$ cat src/hw/rtl/dst_pkg.sv
// Package with the types, constants and register codes shared by the tokenizer modules.
`timescale 1ns / 1ps

package dst_pkg;

    localparam int BYTE_W      = 8;
    localparam int COUNT_W     = 9;
    localparam int LEN_W       = 11;
    localparam int CONSUMED_W  = 16;
    localparam int MASK_W      = 256;
    localparam int CFG_INDEX_W = 3;
    localparam int CFG_DATA_W  = 64;
    localparam int OUT_TDATA_W = 48;
    localparam int OUT_TUSER_W = 2;

    localparam int QUEUE_DEPTH = 4;
    localparam int QUEUE_PTR_W = 2;
    localparam int QUEUE_CNT_W = 3;

    localparam logic [COUNT_W-1:0]    MAX_TOKENS    = 9'd256;
    localparam logic [LEN_W-1:0]      MAX_TOKEN_LEN = 11'd2047;
    localparam logic [CONSUMED_W-1:0] CONSUMED_MAX  = 16'hFFFF;

    localparam logic [CFG_INDEX_W-1:0] CFG_DELIM_0       = 3'd0;
    localparam logic [CFG_INDEX_W-1:0] CFG_DELIM_1       = 3'd1;
    localparam logic [CFG_INDEX_W-1:0] CFG_DELIM_2       = 3'd2;
    localparam logic [CFG_INDEX_W-1:0] CFG_DELIM_3       = 3'd3;
    localparam logic [CFG_INDEX_W-1:0] CFG_ALLOW_EMPTY   = 3'd4;
    localparam logic [CFG_INDEX_W-1:0] CFG_MAX_TOKEN_LEN = 3'd5;
    localparam logic [CFG_INDEX_W-1:0] CFG_MAX_TOKENS    = 3'd6;

    localparam logic [1:0] PH_BETWEEN    = 2'd0;
    localparam logic [1:0] PH_SKIPPING   = 2'd1;
    localparam logic [1:0] PH_COLLECTING = 2'd2;

    typedef struct packed {
        logic [BYTE_W-1:0] byte_value;
        logic              is_zero;
        logic              is_delim;
    } dst_item_t;

    typedef struct packed {
        logic              allow_empty;
        logic [LEN_W-1:0]  max_token_len;
        logic [COUNT_W-1:0] max_tokens;
    } dst_cfg_t;

    typedef struct packed {
        logic [CONSUMED_W-1:0] consumed_len;
        logic [COUNT_W-1:0]    token_total;
        logic                  string_done;
        logic                  token_closed;
        logic [BYTE_W-1:0]     token_slot;
        logic                  byte_kept;
        logic [BYTE_W-1:0]     token_byte;
    } dst_result_t;

endpackage

$ cat src/hw/rtl/dst_front.sv
// Front end: accepts input words and classifies each byte as terminator or delimiter.
`timescale 1ns / 1ps

module dst_front
    import dst_pkg::*;
(
    input  logic              clk,
    input  logic              rst_n,
    input  logic              in_valid,
    output logic              in_ready,
    input  logic [BYTE_W-1:0] in_byte,
    input  logic [MASK_W-1:0] delim_mask,
    output logic              push_valid,
    input  logic              queue_full,
    output dst_item_t         push_item
);

    logic      item_valid_reg;
    logic      item_valid_next;
    dst_item_t item_reg;
    logic      push_done;
    logic      load;

    assign push_done  = item_valid_reg && !queue_full;
    assign in_ready   = !item_valid_reg || push_done;
    assign load       = in_valid && in_ready;
    assign push_valid = push_done;
    assign push_item  = item_reg;

    always_comb
    begin
        item_valid_next = item_valid_reg;
        if (load)
        begin
            item_valid_next = 1'b1;
        end
        else if (push_done)
        begin
            item_valid_next = 1'b0;
        end
    end

    always_ff @(posedge clk or negedge rst_n)
    begin
        if (!rst_n)
        begin
            item_valid_reg <= 1'b0;
        end
        else
        begin
            item_valid_reg <= item_valid_next;
        end
    end

    always_ff @(posedge clk)
    begin
        if (load)
        begin
            item_reg.byte_value <= in_byte;
            item_reg.is_zero    <= (in_byte == '0);
            item_reg.is_delim   <= delim_mask[in_byte];
        end
    end

endmodule

$ cat src/hw/rtl/dst_queue.sv
// Short queue of classified bytes between the front end and the back end.
`timescale 1ns / 1ps

module dst_queue
    import dst_pkg::*;
(
    input  logic      clk,
    input  logic      rst_n,
    input  logic      push_valid,
    input  dst_item_t push_item,
    output logic      full,
    output logic      pop_valid,
    input  logic      pop_ready,
    output dst_item_t pop_item
);

    dst_item_t              entry_reg [QUEUE_DEPTH];
    logic [QUEUE_PTR_W-1:0] wr_ptr_reg;
    logic [QUEUE_PTR_W-1:0] wr_ptr_next;
    logic [QUEUE_PTR_W-1:0] rd_ptr_reg;
    logic [QUEUE_PTR_W-1:0] rd_ptr_next;
    logic [QUEUE_CNT_W-1:0] count_reg;
    logic [QUEUE_CNT_W-1:0] count_next;
    logic                   pop;

    assign full      = (count_reg == QUEUE_CNT_W'(QUEUE_DEPTH));
    assign pop_valid = (count_reg != '0);
    assign pop       = pop_valid && pop_ready;
    assign pop_item  = entry_reg[rd_ptr_reg];

    always_comb
    begin
        wr_ptr_next = push_valid ? wr_ptr_reg + 1'b1 : wr_ptr_reg;
        rd_ptr_next = pop ? rd_ptr_reg + 1'b1 : rd_ptr_reg;
        count_next  = count_reg;
        if (push_valid && !pop)
        begin
            count_next = count_reg + 1'b1;
        end
        else if (!push_valid && pop)
        begin
            count_next = count_reg - 1'b1;
        end
    end

    always_ff @(posedge clk or negedge rst_n)
    begin
        if (!rst_n)
        begin
            wr_ptr_reg <= '0;
            rd_ptr_reg <= '0;
            count_reg  <= '0;
        end
        else
        begin
            wr_ptr_reg <= wr_ptr_next;
            rd_ptr_reg <= rd_ptr_next;
            count_reg  <= count_next;
        end
    end

    always_ff @(posedge clk)
    begin
        if (push_valid)
        begin
            entry_reg[wr_ptr_reg] <= push_item;
        end
    end

endmodule

$ cat src/hw/rtl/dst_back.sv
// Back end: token state update for each classified byte, with a registered result.
`timescale 1ns / 1ps

module dst_back
    import dst_pkg::*;
(
    input  logic        clk,
    input  logic        rst_n,
    input  dst_cfg_t    cfg,
    input  logic        item_valid,
    output logic        item_ready,
    input  dst_item_t   item,
    output logic        out_valid,
    input  logic        out_ready,
    output dst_result_t out_result
);

    logic [1:0]            phase_reg;
    logic [1:0]            phase_next;
    logic [COUNT_W-1:0]    token_count_reg;
    logic [COUNT_W-1:0]    token_count_next;
    logic [LEN_W-1:0]      kept_len_reg;
    logic [LEN_W-1:0]      kept_len_next;
    logic [CONSUMED_W-1:0] consumed_reg;
    logic [CONSUMED_W-1:0] consumed_next;
    logic                  out_valid_reg;
    logic                  out_valid_next;
    dst_result_t           result_reg;
    dst_result_t           result_next;
    logic [COUNT_W-1:0]    token_limit;
    logic                  fire;

    assign item_ready = !out_valid_reg || out_ready;
    assign fire       = item_valid && item_ready;
    assign out_valid  = out_valid_reg;
    assign out_result = result_reg;

    assign token_limit = (cfg.max_tokens > MAX_TOKENS) ? MAX_TOKENS : cfg.max_tokens;

    always_comb
    begin
        phase_next       = phase_reg;
        token_count_next = token_count_reg;
        kept_len_next    = kept_len_reg;
        consumed_next    = consumed_reg;

        result_next.token_byte   = item.byte_value;
        result_next.byte_kept    = 1'b0;
        result_next.token_slot   = '0;
        result_next.token_closed = 1'b0;
        result_next.string_done  = 1'b0;
        result_next.token_total  = token_count_reg;
        result_next.consumed_len = consumed_reg;

        if (item.is_zero)
        begin
            result_next.string_done = 1'b1;
            if (phase_reg != PH_BETWEEN)
            begin
                result_next.token_slot   = token_count_reg[BYTE_W-1:0];
                result_next.token_closed = 1'b1;
                result_next.token_total  = token_count_reg + 1'b1;
            end
            phase_next       = PH_BETWEEN;
            token_count_next = '0;
            kept_len_next    = '0;
            consumed_next    = '0;
        end
        else if (!(phase_reg == PH_BETWEEN && token_count_reg >= token_limit))
        begin
            if (phase_reg == PH_BETWEEN)
            begin
                phase_next    = cfg.allow_empty ? PH_COLLECTING : PH_SKIPPING;
                kept_len_next = '0;
            end
            if (consumed_reg != CONSUMED_MAX)
            begin
                consumed_next = consumed_reg + 1'b1;
            end
            result_next.token_slot = token_count_reg[BYTE_W-1:0];
            if (phase_next == PH_SKIPPING && !item.is_delim)
            begin
                phase_next = PH_COLLECTING;
            end
            if (phase_next == PH_COLLECTING)
            begin
                if (item.is_delim)
                begin
                    result_next.token_closed = 1'b1;
                    token_count_next         = token_count_reg + 1'b1;
                    phase_next               = PH_BETWEEN;
                    kept_len_next            = '0;
                end
                else if (kept_len_next < cfg.max_token_len)
                begin
                    result_next.byte_kept = 1'b1;
                    kept_len_next         = kept_len_next + 1'b1;
                end
            end
            result_next.token_total  = token_count_next;
            result_next.consumed_len = consumed_next;
        end
    end

    always_comb
    begin
        out_valid_next = out_valid_reg;
        if (fire)
        begin
            out_valid_next = 1'b1;
        end
        else if (out_ready)
        begin
            out_valid_next = 1'b0;
        end
    end

    always_ff @(posedge clk or negedge rst_n)
    begin
        if (!rst_n)
        begin
            phase_reg       <= PH_BETWEEN;
            token_count_reg <= '0;
            kept_len_reg    <= '0;
            consumed_reg    <= '0;
            out_valid_reg   <= 1'b0;
        end
        else
        begin
            out_valid_reg <= out_valid_next;
            if (fire)
            begin
                phase_reg       <= phase_next;
                token_count_reg <= token_count_next;
                kept_len_reg    <= kept_len_next;
                consumed_reg    <= consumed_next;
            end
        end
    end

    always_ff @(posedge clk)
    begin
        if (fire)
        begin
            result_reg <= result_next;
        end
    end

endmodule

$ cat src/hw/rtl/delimiter_set_tokenizer.sv
// Top level of the delimiter set tokenizer: configuration registers and stream ports.
`timescale 1ns / 1ps

// The tokenizer takes one string byte per word and returns exactly one result word per byte,
// sustaining one byte per clock cycle while the output is not stalled; each byte passes through
// the front-end item register, a queue entry and the back-end result register. The rate is set
// by the back-end state update, which handles one byte per cycle, while a four-entry queue lets
// the input side keep accepting during short output stalls. The user must write registers
// through the configuration channel only while no byte is in flight; the block does not
// enforce this. A zero byte ends the string, reports the totals and clears the string state.

module delimiter_set_tokenizer
    import dst_pkg::*;
(
    input  logic                   clk,
    input  logic                   rst_n,
    input  logic                   cfg_valid,
    output logic                   cfg_ready,
    input  logic [CFG_INDEX_W-1:0] cfg_index,
    input  logic [CFG_DATA_W-1:0]  cfg_data,
    input  logic                   s_axis_tvalid,
    output logic                   s_axis_tready,
    // byte_value [7:0]
    input  logic [BYTE_W-1:0]      s_axis_tdata,
    output logic                   m_axis_tvalid,
    input  logic                   m_axis_tready,
    // token_byte [7:0], token_slot [15:8], token_total [24:16], consumed_len [40:25], zeros above
    output logic [OUT_TDATA_W-1:0] m_axis_tdata,
    // byte_kept [0], token_closed [1]
    output logic [OUT_TUSER_W-1:0] m_axis_tuser,
    // string_done
    output logic                   m_axis_tlast
);

    logic [CFG_DATA_W-1:0] delim_mask_reg [4];
    logic                  allow_empty_reg;
    logic [LEN_W-1:0]      max_token_len_reg;
    logic [COUNT_W-1:0]    max_tokens_reg;
    logic [MASK_W-1:0]     delim_mask;
    dst_cfg_t              cfg;
    logic                  cfg_write;

    logic        push_valid;
    dst_item_t   push_item;
    logic        queue_full;
    logic        pop_valid;
    logic        pop_ready;
    dst_item_t   pop_item;
    dst_result_t result;

    assign cfg_ready = 1'b1;
    assign cfg_write = cfg_valid && cfg_ready;

    always_ff @(posedge clk or negedge rst_n)
    begin
        if (!rst_n)
        begin
            delim_mask_reg[0] <= '0;
            delim_mask_reg[1] <= '0;
            delim_mask_reg[2] <= '0;
            delim_mask_reg[3] <= '0;
            allow_empty_reg   <= 1'b0;
            max_token_len_reg <= MAX_TOKEN_LEN;
            max_tokens_reg    <= MAX_TOKENS;
        end
        else if (cfg_write)
        begin
            case (cfg_index)
                CFG_DELIM_0:       delim_mask_reg[0] <= cfg_data;
                CFG_DELIM_1:       delim_mask_reg[1] <= cfg_data;
                CFG_DELIM_2:       delim_mask_reg[2] <= cfg_data;
                CFG_DELIM_3:       delim_mask_reg[3] <= cfg_data;
                CFG_ALLOW_EMPTY:   allow_empty_reg   <= cfg_data[0];
                CFG_MAX_TOKEN_LEN: max_token_len_reg <= cfg_data[LEN_W-1:0];
                CFG_MAX_TOKENS:    max_tokens_reg    <= cfg_data[COUNT_W-1:0];
                default:           ;
            endcase
        end
    end

    assign delim_mask = {delim_mask_reg[3], delim_mask_reg[2],
                         delim_mask_reg[1], delim_mask_reg[0]};

    assign cfg.allow_empty   = allow_empty_reg;
    assign cfg.max_token_len = max_token_len_reg;
    assign cfg.max_tokens    = max_tokens_reg;

    dst_front u_front (
        .clk        (clk),
        .rst_n      (rst_n),
        .in_valid   (s_axis_tvalid),
        .in_ready   (s_axis_tready),
        .in_byte    (s_axis_tdata),
        .delim_mask (delim_mask),
        .push_valid (push_valid),
        .queue_full (queue_full),
        .push_item  (push_item)
    );

    dst_queue u_queue (
        .clk        (clk),
        .rst_n      (rst_n),
        .push_valid (push_valid),
        .push_item  (push_item),
        .full       (queue_full),
        .pop_valid  (pop_valid),
        .pop_ready  (pop_ready),
        .pop_item   (pop_item)
    );

    dst_back u_back (
        .clk        (clk),
        .rst_n      (rst_n),
        .cfg        (cfg),
        .item_valid (pop_valid),
        .item_ready (pop_ready),
        .item       (pop_item),
        .out_valid  (m_axis_tvalid),
        .out_ready  (m_axis_tready),
        .out_result (result)
    );

    assign m_axis_tdata = {7'd0, result.consumed_len, result.token_total,
                           result.token_slot, result.token_byte};
    assign m_axis_tuser = {result.token_closed, result.byte_kept};
    assign m_axis_tlast = result.string_done;

    a_done_clean: assert property (@(posedge clk) disable iff (!rst_n)
        m_axis_tvalid && m_axis_tlast |-> m_axis_tdata[7:0] == 8'd0 && !m_axis_tuser[0])
        else $error("terminator word carries a kept byte");

    a_kept_or_closed: assert property (@(posedge clk) disable iff (!rst_n)
        m_axis_tvalid |-> !(m_axis_tuser[0] && m_axis_tuser[1]))
        else $error("one word both kept a byte and closed a token");

    a_total_bound: assert property (@(posedge clk) disable iff (!rst_n)
        m_axis_tvalid |-> m_axis_tdata[24:16] <= MAX_TOKENS)
        else $error("token total beyond the token limit");

    a_queue_pop: assert property (@(posedge clk) disable iff (!rst_n)
        pop_valid && !m_axis_tvalid |=> m_axis_tvalid)
        else $error("queued byte not taken by an idle back end");

endmodule

$ cat config.mk
export PLATFORM = sky130hd
export DESIGN_NAME = delimiter_set_tokenizer
export DESIGN_NICKNAME = d
export VERILOG_FILES = /design/src/hw/rtl/dst_pkg.sv /design/src/hw/rtl/dst_front.sv /design/src/hw/rtl/dst_queue.sv /design/src/hw/rtl/dst_back.sv /design/src/hw/rtl/delimiter_set_tokenizer.sv
export SDC_FILE = /design/constraint.sdc
export NUM_CORES = 1
export LEC_CHECK = 0
export ABC_AREA = 0
export BUFFER_PORTS_ARGS = -buffer_cell sky130_fd_sc_hd__buf_2
export CORE_ASPECT_RATIO = 0.5
export CORE_UTILIZATION = 45
export DETAILED_ROUTE_END_ITERATION = 6
export PLACE_DENSITY_LB_ADDON = 0.15
export REMOVE_ABC_BUFFERS = 1
export SLEW_MARGIN = 0
export SYNTH_ARGS = -nofsm -noshare
export SYNTH_HDL_FRONTEND = slang
export SYNTH_HIERARCHICAL = 1
export SYNTH_SLANG_ARGS = --single-unit
$ cat constraint.sdc
create_clock -name clk -period 3.05 [get_ports clk]
set_input_delay 0.305 -clock clk [delete_from_list [all_inputs] [get_ports clk]]
set_output_delay 0.305 -clock clk [all_outputs]
set_load 0.01 [all_outputs]
==> results.txt, run 1 <==
----------------------------------------------------
[Logic synthesis]
  Number of enable flip-flop cells after synthesis ... 94
  Number of unique standard cell types used by synthesis ... 85
  Proportion of synthesized flip-flops having asynchronous set or reset ... 77.5%
  Post-synthesis sequential area ratio ... about 54%
  Average size of a mapped cell ... ~15 µm²
  Post-Synthesis Cell Area ... 20100 µm²
  Yosys reg bits ... 418
  Cell count after synthesis ... 1379
  Top flip-flop cell by instance count after synthesis ... sky130_fd_sc_hd__dfrtp_1
  YS warnings ... 6

[Pwr]
  Worst-case vdd ir drop ... 0.381 mV
  Power density over cell area ... 754 nW/µm²
  Static Leak ... a little under 10 nW

[Timing]
  Final setup violating endpoints ... 0
  Minimum period implied by the final worst setup slack ... 2870 ps
  Worst-Margin Slew ... 883 ps
  Slew margin rel. ... between 40 and 50%
  Unrepaired setup endpoints after global routing ... no
  Final worst clock skew ... 10.9 ps
  Share of the clock period used by the worst path after layout ... between 90 and 100%
  Pins Over Slew Limit ... 0
  Fmax achieved ... 348 MHz
  Final Hold Viols ... 0

[Setup path]
  Required time worst endpoint ... 3520 ps
  CP Data Arrival Time ... 3340 ps
  Maximum fanout encountered on the critical timing path ... 8
  Path type of the worst setup path ... reg2reg
  Worst setup EP type ... register
  Largest delay contributor family on the critical path ... simple AND/OR/NAND/NOR gates
  Cells along the critical path ... nor2_2, buf_4, nor2_1, ha_1, or3_1, a41oi_4, nand2_1, or4_1, nand3_1
  Cell with the largest stage delay on the worst path ... sky130_fd_sc_hd__or4_1
  Critical Path Source Type ... register
  Bufs and invs on worst path ... 1
  Slowest stage delay, CP ... 540 ps

[CTS]
  Number of clock buffers inserted by TritonCTS ... 39
  CTS sink count ... 418
  Clock root buffer ... sky130_fd_sc_hd__clkbuf_16
  Insertion delay of the later-clocked pin in the worst-skew pair ... 540 ps
  Clock tree from TritonCTS ... yes
  Clock-pin slew of the registers on the worst-case setup and hold paths ... 60 ps
  Largest buffer count on any clock path ... 3
  H-tree depth reported by CTS ... 2

[Status]
  Violated checks ... DRC
  Result of the run ... complete, but fails checks

[Drt]
  Post-detailed-route count of antenna-violating nets ... 0
  DRC violation total after the first TritonRoute iteration ... 676
  Routed metal-1 wire length ... 20600 µm
  Mean routed wirelength per cell ... 20.5 µm
  Drt total wl ... 44100 µm
  Detailed-route vias per instance ... around 5.5
  Top layer reached by signal wires ... met4
  Wire length on met2 ... around 21000 µm
  DRT Pass-1 Iters ... 7
  Routed vias ... 11853
  Met3 routed WL ... 1560 µm
  Post-detailed-route DRC marker count ... 4

[Global route]
  Global-route wire length before repair ... 70500 µm
  Remaining global-route overflow ... 0
  Number of antenna violations at the first check in global routing ... 2
  Pin count of the biggest net entering global routing ... 100
  Total Routing Usage GR ... 19.7%
  Via count of the first global-routing pass ... approximately 12000

[Job]
  Max-cap check violation count ... 0

[Cells and area]
  Final net count ... 1634
  Highest-count cells in the layout ignoring fill and taps ... sky130_fd_sc_hd__dfrtp_1 (312), sky130_fd_sc_hd__mux2_2 (165), sky130_fd_sc_hd__buf_2 (122)
  Count of non-filler cells in the finished layout ... 2146
  Summed area of non-filler cells in the final layout ... 22700 µm²
  Fraction of layout cells with a size suffix above 1 ... 40.0%
  Number of flip-flops under the largest register name ... 256
  Leading cell type in the layout, fill and taps excluded ... sky130_fd_sc_hd__dfrtp_1
  Layout overhead on the synthesized area ... 12.8%

[Floorplan]
  Initial cell density of the core ... 45.9%
  Die Y-Extent ... 151 µm
  Top-level port count ... 134
  Number of core rows ... 54
  Width of the die ... 301 µm
  Die area ... approximately 46000 µm²
  Core region area ... 43800 µm²

[Place]
  Placement-stage cell area ... 21400 µm²
  RD Place Congestion ... 0.909
  Number of port buffers ... ~130
  Number of placed instances, taps included ... 2070
  Post-DP HPWL ... 29800 µm

[Hold path]
  Hold Path Class ... in2reg

----------------------------------------------------
metal layers:
| layer | global-route usage [%] | up-vias |
|---|---|---|
| met3 | 2.91 | 61 |
| met2 | 32.6 | 218 |
| met1 | 27.8 | 6154 |
| met4 | 4.34 | 0 |
| met5 | 0 | - |
| li1 | - | 5420 |
synthesized netlist by cell type, drive strengths merged, types with 3 or more instances:
cell type,number,area share [%]
nor3,14,0.35
nand2b,7,0.22
nor2b,18,0.56
o211ai,4,0.15
nand3,25,0.65
nor2,58,1.1
buf,65,2.7
nand4,12,0.37
xnor2,15,0.65
mux4,68,7.7
mux2,285,18
a22oi,17,0.66
o22ai,4,0.12
o21a,3,0.11
a21oi,36,0.95
ha,28,1.7
dfrtp,312,39
nand2,62,1.2
or3,10,0.34
or2,4,0.12
edfxtp,94,14
mux2i,20,1.0
and3,7,0.22
nor3b,4,0.15
a211oi,3,0.11
dfstp,12,1.6
inv,33,0.62
a221oi,5,0.22
nor4,8,0.28
clkbuf,13,0.24
and2,19,0.60
o21ai,33,0.84
a31oi,12,0.37
xor2,13,0.57
o31ai,3,0.11
a22o,11,0.48
and4,3,0.13
nand4b,3,0.13
where the power goes:
group / switching, mW / total (mW) / internal [mW]
clock network: 2.11 / 4.78 / 2.67
logic: 2.30 / 4.53 / 2.23
registers: 0.660 / 7.79 / 7.13
total: 5.07 / 17.1 / 12.0
kinds of logic after synthesis:
group | share of synthesized area, %
simple gates | 6.84
buf+inv | 3.56
xor+xnor | 1.22
compound gates | 5.23
fa+ha+maj | 1.84
mux | 26.8
other cells | 0.0373
flops | 54.4
through the flow:
stage	hold slack, ps	total power [mW]	setup WS (ps)	setup TNS [ps]	util, %
floorplan	9.41	10.7	-1490	-133660	-
global placement	380	12.2	258	0	48.8
detailed placement	392	12.4	220	0	48.8
CTS	15.0	17.3	190	0	51.7
global route	12.4	18.1	27.0	0	51.7
finish	41.3	17.1	180	0	51.7
path summary, 6_finish.rpt:
| kind | from | endpoint | slack [ps] | cells past startpoint |
|---|---|---|---|---|
| max | u_back/phase_reg[1]$_DFFE_PN0P_ | u_back/kept_len_reg[5]$_DFFE_PN0P_ | 180 | 9 |
| min | cfg_data[32] | delim_mask[96]$_DFFE_PN0P_ | 40 | 2 |
| max in group asynchronous | rst_n | delim_mask[190]$_DFFE_PN0P_ | 1750 | 3 |
| min reg2reg | u_queue/count_reg[2]$_DFFE_PN0P_ | u_queue/count_reg[2]$_DFFE_PN0P_ | 500 | 1 |
| max reg2reg | u_back/phase_reg[1]$_DFFE_PN0P_ | u_back/kept_len_reg[5]$_DFFE_PN0P_ | 180 | 9 |
| min in group asynchronous | rst_n | u_back/consumed_reg[8]$_DFFE_PN0P_ | 360 | 2 |
cell type report:
type,instances,area [µm²]
diodes,2,5.00
clock buffers,61,1140
clock inverters,11,97.6
fillers,3711,21200
inverters,34,128
multi-input cells,855,8500
flip-flops and latches,418,10900
well taps,588,736
repair buffers,177,1140
what timing repair did:
action / CTS / global route
endpoints found under the setup margin: 0 / 3
hold buffers: 2 / 0
endpoints found under the hold margin: 92 / 0
setup buffers: 0 / 0
gates resized for setup: 0 / 2
No activity file was read; power rests on OpenSTA's default activity.
==> run 2, diff against run 1 <==
- ABC_AREA: 0 -> 1
==> run 2 against run 1 <==
  * The run now ends clean
  * Hold slack worse by 25 ps
  * Wire length is 28% higher
  * Clock-buffer cell count fell by 4
  * First-iteration DRC count is 91% higher
  * Critical endpoint is now u_back/kept_len_reg[7]$_DFFE_PN0P_
  * Largest cell class unchanged
==> results.txt, run 2 <==
----------------------------------------------------
[Drt]
  DRC violation total after the first TritonRoute iteration ... 1288
  Post-detailed-route DRC marker count ... 0
  Mean routed wirelength per cell ... 16.4 µm
  Drt total wl ... 56300 µm
  Detailed-route vias per instance ... 5.15
  Routed vias ... 17720
  DRT Pass-1 Iters ... 5
  Post-detailed-route count of antenna-violating nets ... 0

[Logic synthesis]
  Post-synthesis sequential area ratio ... approximately half
  Average size of a mapped cell ... 7.85 µm²
  Number of enable flip-flop cells after synthesis ... 94
  Number of unique standard cell types used by synthesis ... 47
  Cell with the most instances after synthesis ... sky130_fd_sc_hd__nand2_1
  Cell count after synthesis ... 2691
  Yosys reg bits ... around 420
  Top flip-flop cell by instance count after synthesis ... sky130_fd_sc_hd__dfrtp_1
  Share of the synthesized area in the top cell type ... 37.0%
  Proportion of synthesized flip-flops having asynchronous set or reset ... 77.5%
  Cells taking the most area after synthesis ... sky130_fd_sc_hd__dfrtp_1 (37%), sky130_fd_sc_hd__nand2_1 (20%), sky130_fd_sc_hd__edfxtp_1 (13%)
  Post-Synthesis Cell Area ... 21100 µm²
  YS warnings ... 6
  Most numerous cell types in the synthesized netlist ... sky130_fd_sc_hd__nand2_1 (1139), sky130_fd_sc_hd__nand3_1 (328), sky130_fd_sc_hd__dfrtp_1 (312)
  Largest area contributor in the netlist ... sky130_fd_sc_hd__dfrtp_1

[Floorplan]
  Initial cell density of the core ... a little under half
  Width of the die ... 308 µm
  Number of core rows ... 55
  Die Y-Extent ... 155 µm
  Top-level port count ... 134
  Die area ... 47800 µm²
  Core region area ... 45800 µm²

[Place]
  Number of port buffers ... between 100 and 150
  Post-DP HPWL ... ~35000 µm
  RD Place Congestion ... ~0.86

[Cells and area]
  Fraction of layout cells with a size suffix above 1 ... 10.5%
  Register cell area after layout ... approximately 11000 µm²
  Leading cell type in the layout, fill and taps excluded ... sky130_fd_sc_hd__nand2_1
  Final net count ... 2891
  Highest-count cells in the layout ignoring fill and taps ... sky130_fd_sc_hd__nand2_1 (1135), sky130_fd_sc_hd__nand3_1 (328), sky130_fd_sc_hd__dfrtp_1 (312)
  Area of combinational cells with multiple inputs ... 8640 µm²
  Number of flip-flops under the largest register name ... 256
  Fill cell total of the finished layout ... about 4500
  Layout overhead on the synthesized area ... 13.1%
  # diodes ... 0

[Pwr]
  Worst-case vdd ir drop ... about 0.40 mV
  Static Leak ... 12.1 nW
  Power density over cell area ... 742 nW/µm²

[CTS]
  Clock tree from TritonCTS ... yes
  H-tree depth reported by CTS ... 2
  Gates resized, CTS repair ... 0
  Number of clock buffers inserted by TritonCTS ... between 40 and 50
  Largest buffer count on any clock path ... 3
  Clock-pin slew of the registers on the worst-case setup and hold paths ... 60 ps
  CTS sink count ... ~420
  Clock root buffer ... sky130_fd_sc_hd__clkbuf_16
  Insertion delay of the later-clocked pin in the worst-skew pair ... 550 ps

[Timing]
  Hold slack final ... 16.1 ps
  Final setup TNS ... 0 ps
  Pins Over Slew Limit ... 0
  Minimum period implied by the final worst setup slack ... 2770 ps
  Share of the clock period used by the worst path after layout ... 91.0%
  Final Hold Viols ... 0
  Final worst clock skew ... between 10 and 15 ps
  Final setup violating endpoints ... 0
  Fmax achieved ... 360 MHz
  Unrepaired setup endpoints after global routing ... no
  Slew margin rel. ... 38.9%
  Worst-Margin Slew ... 916 ps

[Global route]
  Via count of the first global-routing pass ... 16957
  Total Routing Usage GR ... 23.8%
  Global-route wire length before repair ... just over 90000 µm
  Number of antenna violations at the first check in global routing ... 0
  Remaining global-route overflow ... 0
  Pin count of the biggest net entering global routing ... 138

[Hold path]
  Hold Path Class ... in2reg

[Setup path]
  Path type of the worst setup path ... reg2reg
  Required time worst endpoint ... ~3500 ps
  Critical Path Source Type ... register
  Minimum setup slack among reg-to-reg paths ... roughly 280 ps
  Worst setup EP type ... register
  CP Data Arrival Time ... approximately 3200 ps
  Maximum fanout encountered on the critical timing path ... 12

[Status]
  Result of the run ... finished clean

[Job]
  Max-cap check violation count ... 0

----------------------------------------------------
[run 2: per-stage QoR]
stage	power (mW)	instances	util [%]	setup WS, ps	area, µm²
final	17.7	3441	52.2	275	23900
after global routing	18.8	3441	52.2	2.83	23900
after CTS	17.9	3441	52.2	282	23900
after detailed placement	12.5	3337	48.5	296	22200
after global placement	12.4	3337	48.5	320	22200
after floorplan	10.6	2541	-	-3550	20300
[run 2: metal layers]
metal,vias to the layer above,global-route usage [%],part of all wire [%]
li1,8775,-,-
met1,8450,33.3,47
met2,432,39.4,46
met3,63,3.35,5.6
met4,0,5.16,1.5
met5,-,0,0
[run 2: layout make-up]
cell class | count | share of cell area, %
clock inverters | 18 | 0.880
inverters | 192 | 3.03
clock buffers | 57 | 4.97
well taps | 627 | 3.28
repair buffers | 198 | 5.84
flip-flops and latches | 418 | 45.8
multi-input cells | 1931 | 36.2
[run 2: cells by family (layout without fill, tap and decap cells)]
logic type               Yosys count  after routing  share of synthesized area, %
AND/OR/NAND/NOR                 1675           1675                          32.4
flip-flops                       418            418                          51.8
buffers and inverters            348            465                          7.53
AO/OA/AOI/OAI                    204            204                          5.81
adder cells (fa/ha/maj)           29             29                          1.75
XOR/XNOR                          15             15                         0.622
other                              2              8                        0.0356
[run 2: power by group]
part	switching, mW	leakage, nW	internal (mW)
Combinational	3.14	6.40	1.54
Sequential	0.570	5.01	7.12
Clock	2.27	0.692	3.08
[run 2: worst paths after layout]
check | to | start | cells after the start
worst min register to register | delim_mask[153]$_DFFE_PN0P_ | delim_mask[153]$_DFFE_PN0P_ | 2
worst min-delay path | delim_mask[217]$_DFFE_PN0P_ | cfg_data[25] | 3
worst max register to register | u_back/kept_len_reg[7]$_DFFE_PN0P_ | u_back/phase_reg[0]$_DFFE_PN0P_ | 15
min in group asynchronous | delim_mask[208]$_DFFE_PN0P_ | rst_n | 2
worst max-delay path | u_back/kept_len_reg[7]$_DFFE_PN0P_ | u_back/phase_reg[0]$_DFFE_PN0P_ | 15
max in group asynchronous | max_tokens_reg[8]$_DFFE_PN1P_ | rst_n | 3
[run 2: worst max-delay path, cell delays in order (launching register included)]
cell and delay (ps):
sky130_fd_sc_hd__dfrtp_1 360, sky130_fd_sc_hd__inv_1 110, sky130_fd_sc_hd__nand2_2 140, sky130_fd_sc_hd__inv_2 240, sky130_fd_sc_hd__nor2_1 140, sky130_fd_sc_hd__ha_1 310, sky130_fd_sc_hd__a21oi_1 140, sky130_fd_sc_hd__nand2_1 80
sky130_fd_sc_hd__a21oi_1 410, sky130_fd_sc_hd__nand2_2 210, sky130_fd_sc_hd__nor2_4 220, sky130_fd_sc_hd__nand2_1 70, sky130_fd_sc_hd__nand2_1 60, sky130_fd_sc_hd__nand2_1 40, sky130_fd_sc_hd__nand3_1 60, sky130_fd_sc_hd__nand2_1 60
[run 2: timing repair]
action                                 in CTS  in global routing
endpoints found under the hold margin      93                  0
hold buffers                               29                  0
buffers inserted                            0                  0
==> run 3, diff against run 2 <==
- CORE_UTILIZATION: 45 -> 46
- clock period: 3.05 -> 3.32 ns (I/O delays scaled with it)
==> run 3 against run 2 <==
  * Non-clock buffer count shrank 31
  * Largest cell class unchanged
  * Utilization shrank 0.12 points
  * Via count shrank 1.5%
  * Worst setup slack gained 190 ps
  * Critical endpoint is now u_back/kept_len_reg[4]$_DFFE_PN0P_
  * Global-route usage grew 0.30 points
  * Combinational power shrank 9.6%
  * Cell count shrank 1.7%
  * Fmax shrank 2.9%
  * First-iteration DRC count grew 4.7%
  * Power shrank 7.8%
==> results.txt, run 3 (same netlist as run 2, synthesis figures left out) <==
----------------------------------------------------
[Status]
  Result of the run ... finished clean

[Drt]
  DRC violation total after the first TritonRoute iteration ... 1349
  Routed vias ... 17459
  DRT Pass-1 Iters ... 7
  Mean routed wirelength per cell ... 16.4 µm
  Post-detailed-route DRC marker count ... 0
  Detailed-route vias per instance ... roughly 5.2
  Post-detailed-route count of antenna-violating nets ... 0
  Drt total wl ... 55600 µm

[Place]
  Setup WS pre-CTS ... roughly 460 ps
  RD Place Congestion ... between 0.8 and 0.9
  Number of placed instances, taps included ... about 3300
  Post-DP HPWL ... 33700 µm
  Number of port buffers ... roughly 130

[Setup path]
  Cell count of the worst reg-to-reg path ... 15
  Path type of the worst setup path ... reg2reg
  Critical Path Source Type ... register
  Worst reg2reg startpoint ... max_tokens_reg[0]$_DFFE_PN0P_
  Required time worst endpoint ... 3770 ps
  Minimum setup slack among reg-to-reg paths ... 460 ps
  Critical path destination ... u_back/kept_len_reg[4]$_DFFE_PN0P_
  Maximum fanout encountered on the critical timing path ... 31
  Reg2Reg Capture Point ... u_back/kept_len_reg[4]$_DFFE_PN0P_
  Critical path origin ... max_tokens_reg[0]$_DFFE_PN0P_
  CP Data Arrival Time ... 3310 ps
  Worst setup EP type ... register

[Cells and area]
  Area of combinational cells with multiple inputs ... 8640 µm²
  Highest-count cells in the layout ignoring fill and taps ... sky130_fd_sc_hd__nand2_1 (1135), sky130_fd_sc_hd__nand3_1 (328), sky130_fd_sc_hd__dfrtp_1 (312)
  Final standard cell utilization of the core ... 52.1%
  Count of non-filler cells in the finished layout ... roughly 3400
  Fraction of layout cells with a size suffix above 1 ... 10.5%
  Final net count ... 2860
  Register cell area after layout ... around 11000 µm²
  Layout overhead on the synthesized area ... 11.5%
  Leading cell type in the layout, fill and taps excluded ... sky130_fd_sc_hd__nand2_1
  Fill cell total of the finished layout ... 4396
  Number of flip-flops under the largest register name ... 256

[Floorplan]
  Die Y-Extent ... 153 µm
  Width of the die ... 305 µm
  Core region area ... 45200 µm²
  Initial cell density of the core ... 46.7%
  Die area ... 46800 µm²
  Top-level port count ... 134
  Number of core rows ... 55

[Timing]
  Unrepaired setup endpoints after global routing ... no
  Share of the clock period used by the worst path after layout ... 86.1%
  Final worst clock skew ... 11.9 ps
  Pins Over Slew Limit ... 0
  Minimum period implied by the final worst setup slack ... between 2000 and 3000 ps
  Worst setup margin ... 463 ps
  Final setup violating endpoints ... 0
  Worst-Margin Slew ... between 1000 and 1500 ps
  Final setup TNS ... 0 ps
  Fmax achieved ... about 350 MHz
  Slew margin rel. ... 25.6%
  Final Hold Viols ... 0

[Pwr]
  Static Leak ... 12.0 nW
  Overall power after layout ... between 15 and 20 mW
  Worst-case vdd ir drop ... 0.404 mV
  Power density over cell area ... 693 nW/µm²

[Global route]
  Number of antenna violations at the first check in global routing ... 1
  Pin count of the biggest net entering global routing ... 196
  Global-route wire length before repair ... 91700 µm
  Remaining global-route overflow ... 0
  Total Routing Usage GR ... between 20% and 30%
  Via count of the first global-routing pass ... 17042

[Hold path]
  Hold Path Class ... in2reg

[CTS]
  Clock tree from TritonCTS ... yes
  Gates resized, CTS repair ... 0
  Hold-fix buffers, CTS ... 2
  Clock root buffer ... sky130_fd_sc_hd__clkbuf_16
  H-tree depth reported by CTS ... 2
  Number of post-CTS setup repair buffers ... 0
  Insertion delay of the later-clocked pin in the worst-skew pair ... about 550 ps
  CTS sink count ... 418
  Number of clock buffers inserted by TritonCTS ... 41
  Clock-pin slew of the registers on the worst-case setup and hold paths ... 60 ps
  Largest buffer count on any clock path ... 3

[Job]
  Max-cap check violation count ... 0

----------------------------------------------------
[run 3: cell count changes in the layout (fill, tap and decap cells not counted)]
cell                            delta
sky130_fd_sc_hd__clkbuf_8          -1
sky130_fd_sc_hd__clkinvlp_4        +2
sky130_fd_sc_hd__bufinv_16         +2
sky130_fd_sc_hd__diode_2           +1
sky130_fd_sc_hd__clkinv_2          -3
sky130_fd_sc_hd__buf_12            -4
sky130_fd_sc_hd__clkinv_1          -1
sky130_fd_sc_hd__dlygate4sd3_1    -27
[run 3: power breakdown]
group | switching [mW] | internal (mW) | leakage (nW)
combinational | 2.88 | 1.36 | 6.25
clock | 2.07 | 2.96 | 0.700
sequential | 0.522 | 6.54 | 5.01
total | 5.47 | 10.9 | 12.0
[run 3: per-layer routing]
| layer | GRT usage (%) | routed length (µm) | vias to the layer above |
|---|---|---|---|
| met3 | 3.57 | 2790 | 76 |
| li1 | - | - | 8711 |
| met4 | 5.99 | 1080 | 0 |
| met5 | 0 | 0 | - |
| met2 | 39.9 | 25900 | 395 |
| met1 | 33.4 | 25800 | 8277 |
[run 3: per-stage QoR]
step | hold WS, ps | cell area [µm²]
after floorplan | 36.4 | 20300
after global placement | 307 | 22100
after detailed placement | 313 | 22100
after CTS | 8.95 | 23500
after global routing | 13.5 | 23500
final | 27.6 | 23500
[run 3: layout make-up]
type | count | area share (%)
clock buffers | 56 | 4.98
inverters | 192 | 3.07
flip-flops and latches | 418 | 46.5
multi-input cells | 1931 | 36.7
repair buffers | 167 | 4.44
diodes | 1 | 0.0106
well taps | 598 | 3.18
clock inverters | 18 | 1.13
[run 3: worst min-delay path by stage]
stage | end | startpoint | depth (start not counted)
after floorplan | allow_empty_reg$_DFFE_PN0P_ | rst_n | 0
after global placement | u_queue/rd_ptr_reg[0]$_DFFE_PN0P_ | rst_n | 1
after detailed placement | u_queue/wr_ptr_reg[0]$_DFFE_PN0P_ | rst_n | 1
after CTS | delim_mask[240]$_DFFE_PN0P_ | cfg_data[48] | 3
after global routing | delim_mask[240]$_DFFE_PN0P_ | cfg_data[48] | 3
final | delim_mask[208]$_DFFE_PN0P_ | cfg_data[16] | 3
[run 3: critical path, cell delays in order (launching register included)]
cell and delay (ps):
sky130_fd_sc_hd__dfrtp_1 390, sky130_fd_sc_hd__nor4_1 300, sky130_fd_sc_hd__a21oi_1 130, sky130_fd_sc_hd__inv_1 100, sky130_fd_sc_hd__nand2_1 60, sky130_fd_sc_hd__ha_1 300
sky130_fd_sc_hd__nand2_1 80, sky130_fd_sc_hd__a21oi_1 60, sky130_fd_sc_hd__nor2_1 110, sky130_fd_sc_hd__nand4_2 180, sky130_fd_sc_hd__nand3_4 200, sky130_fd_sc_hd__nand2_4 150
sky130_fd_sc_hd__inv_2 280, sky130_fd_sc_hd__buf_12 230, sky130_fd_sc_hd__nand3_1 90, sky130_fd_sc_hd__o21ai_0 90
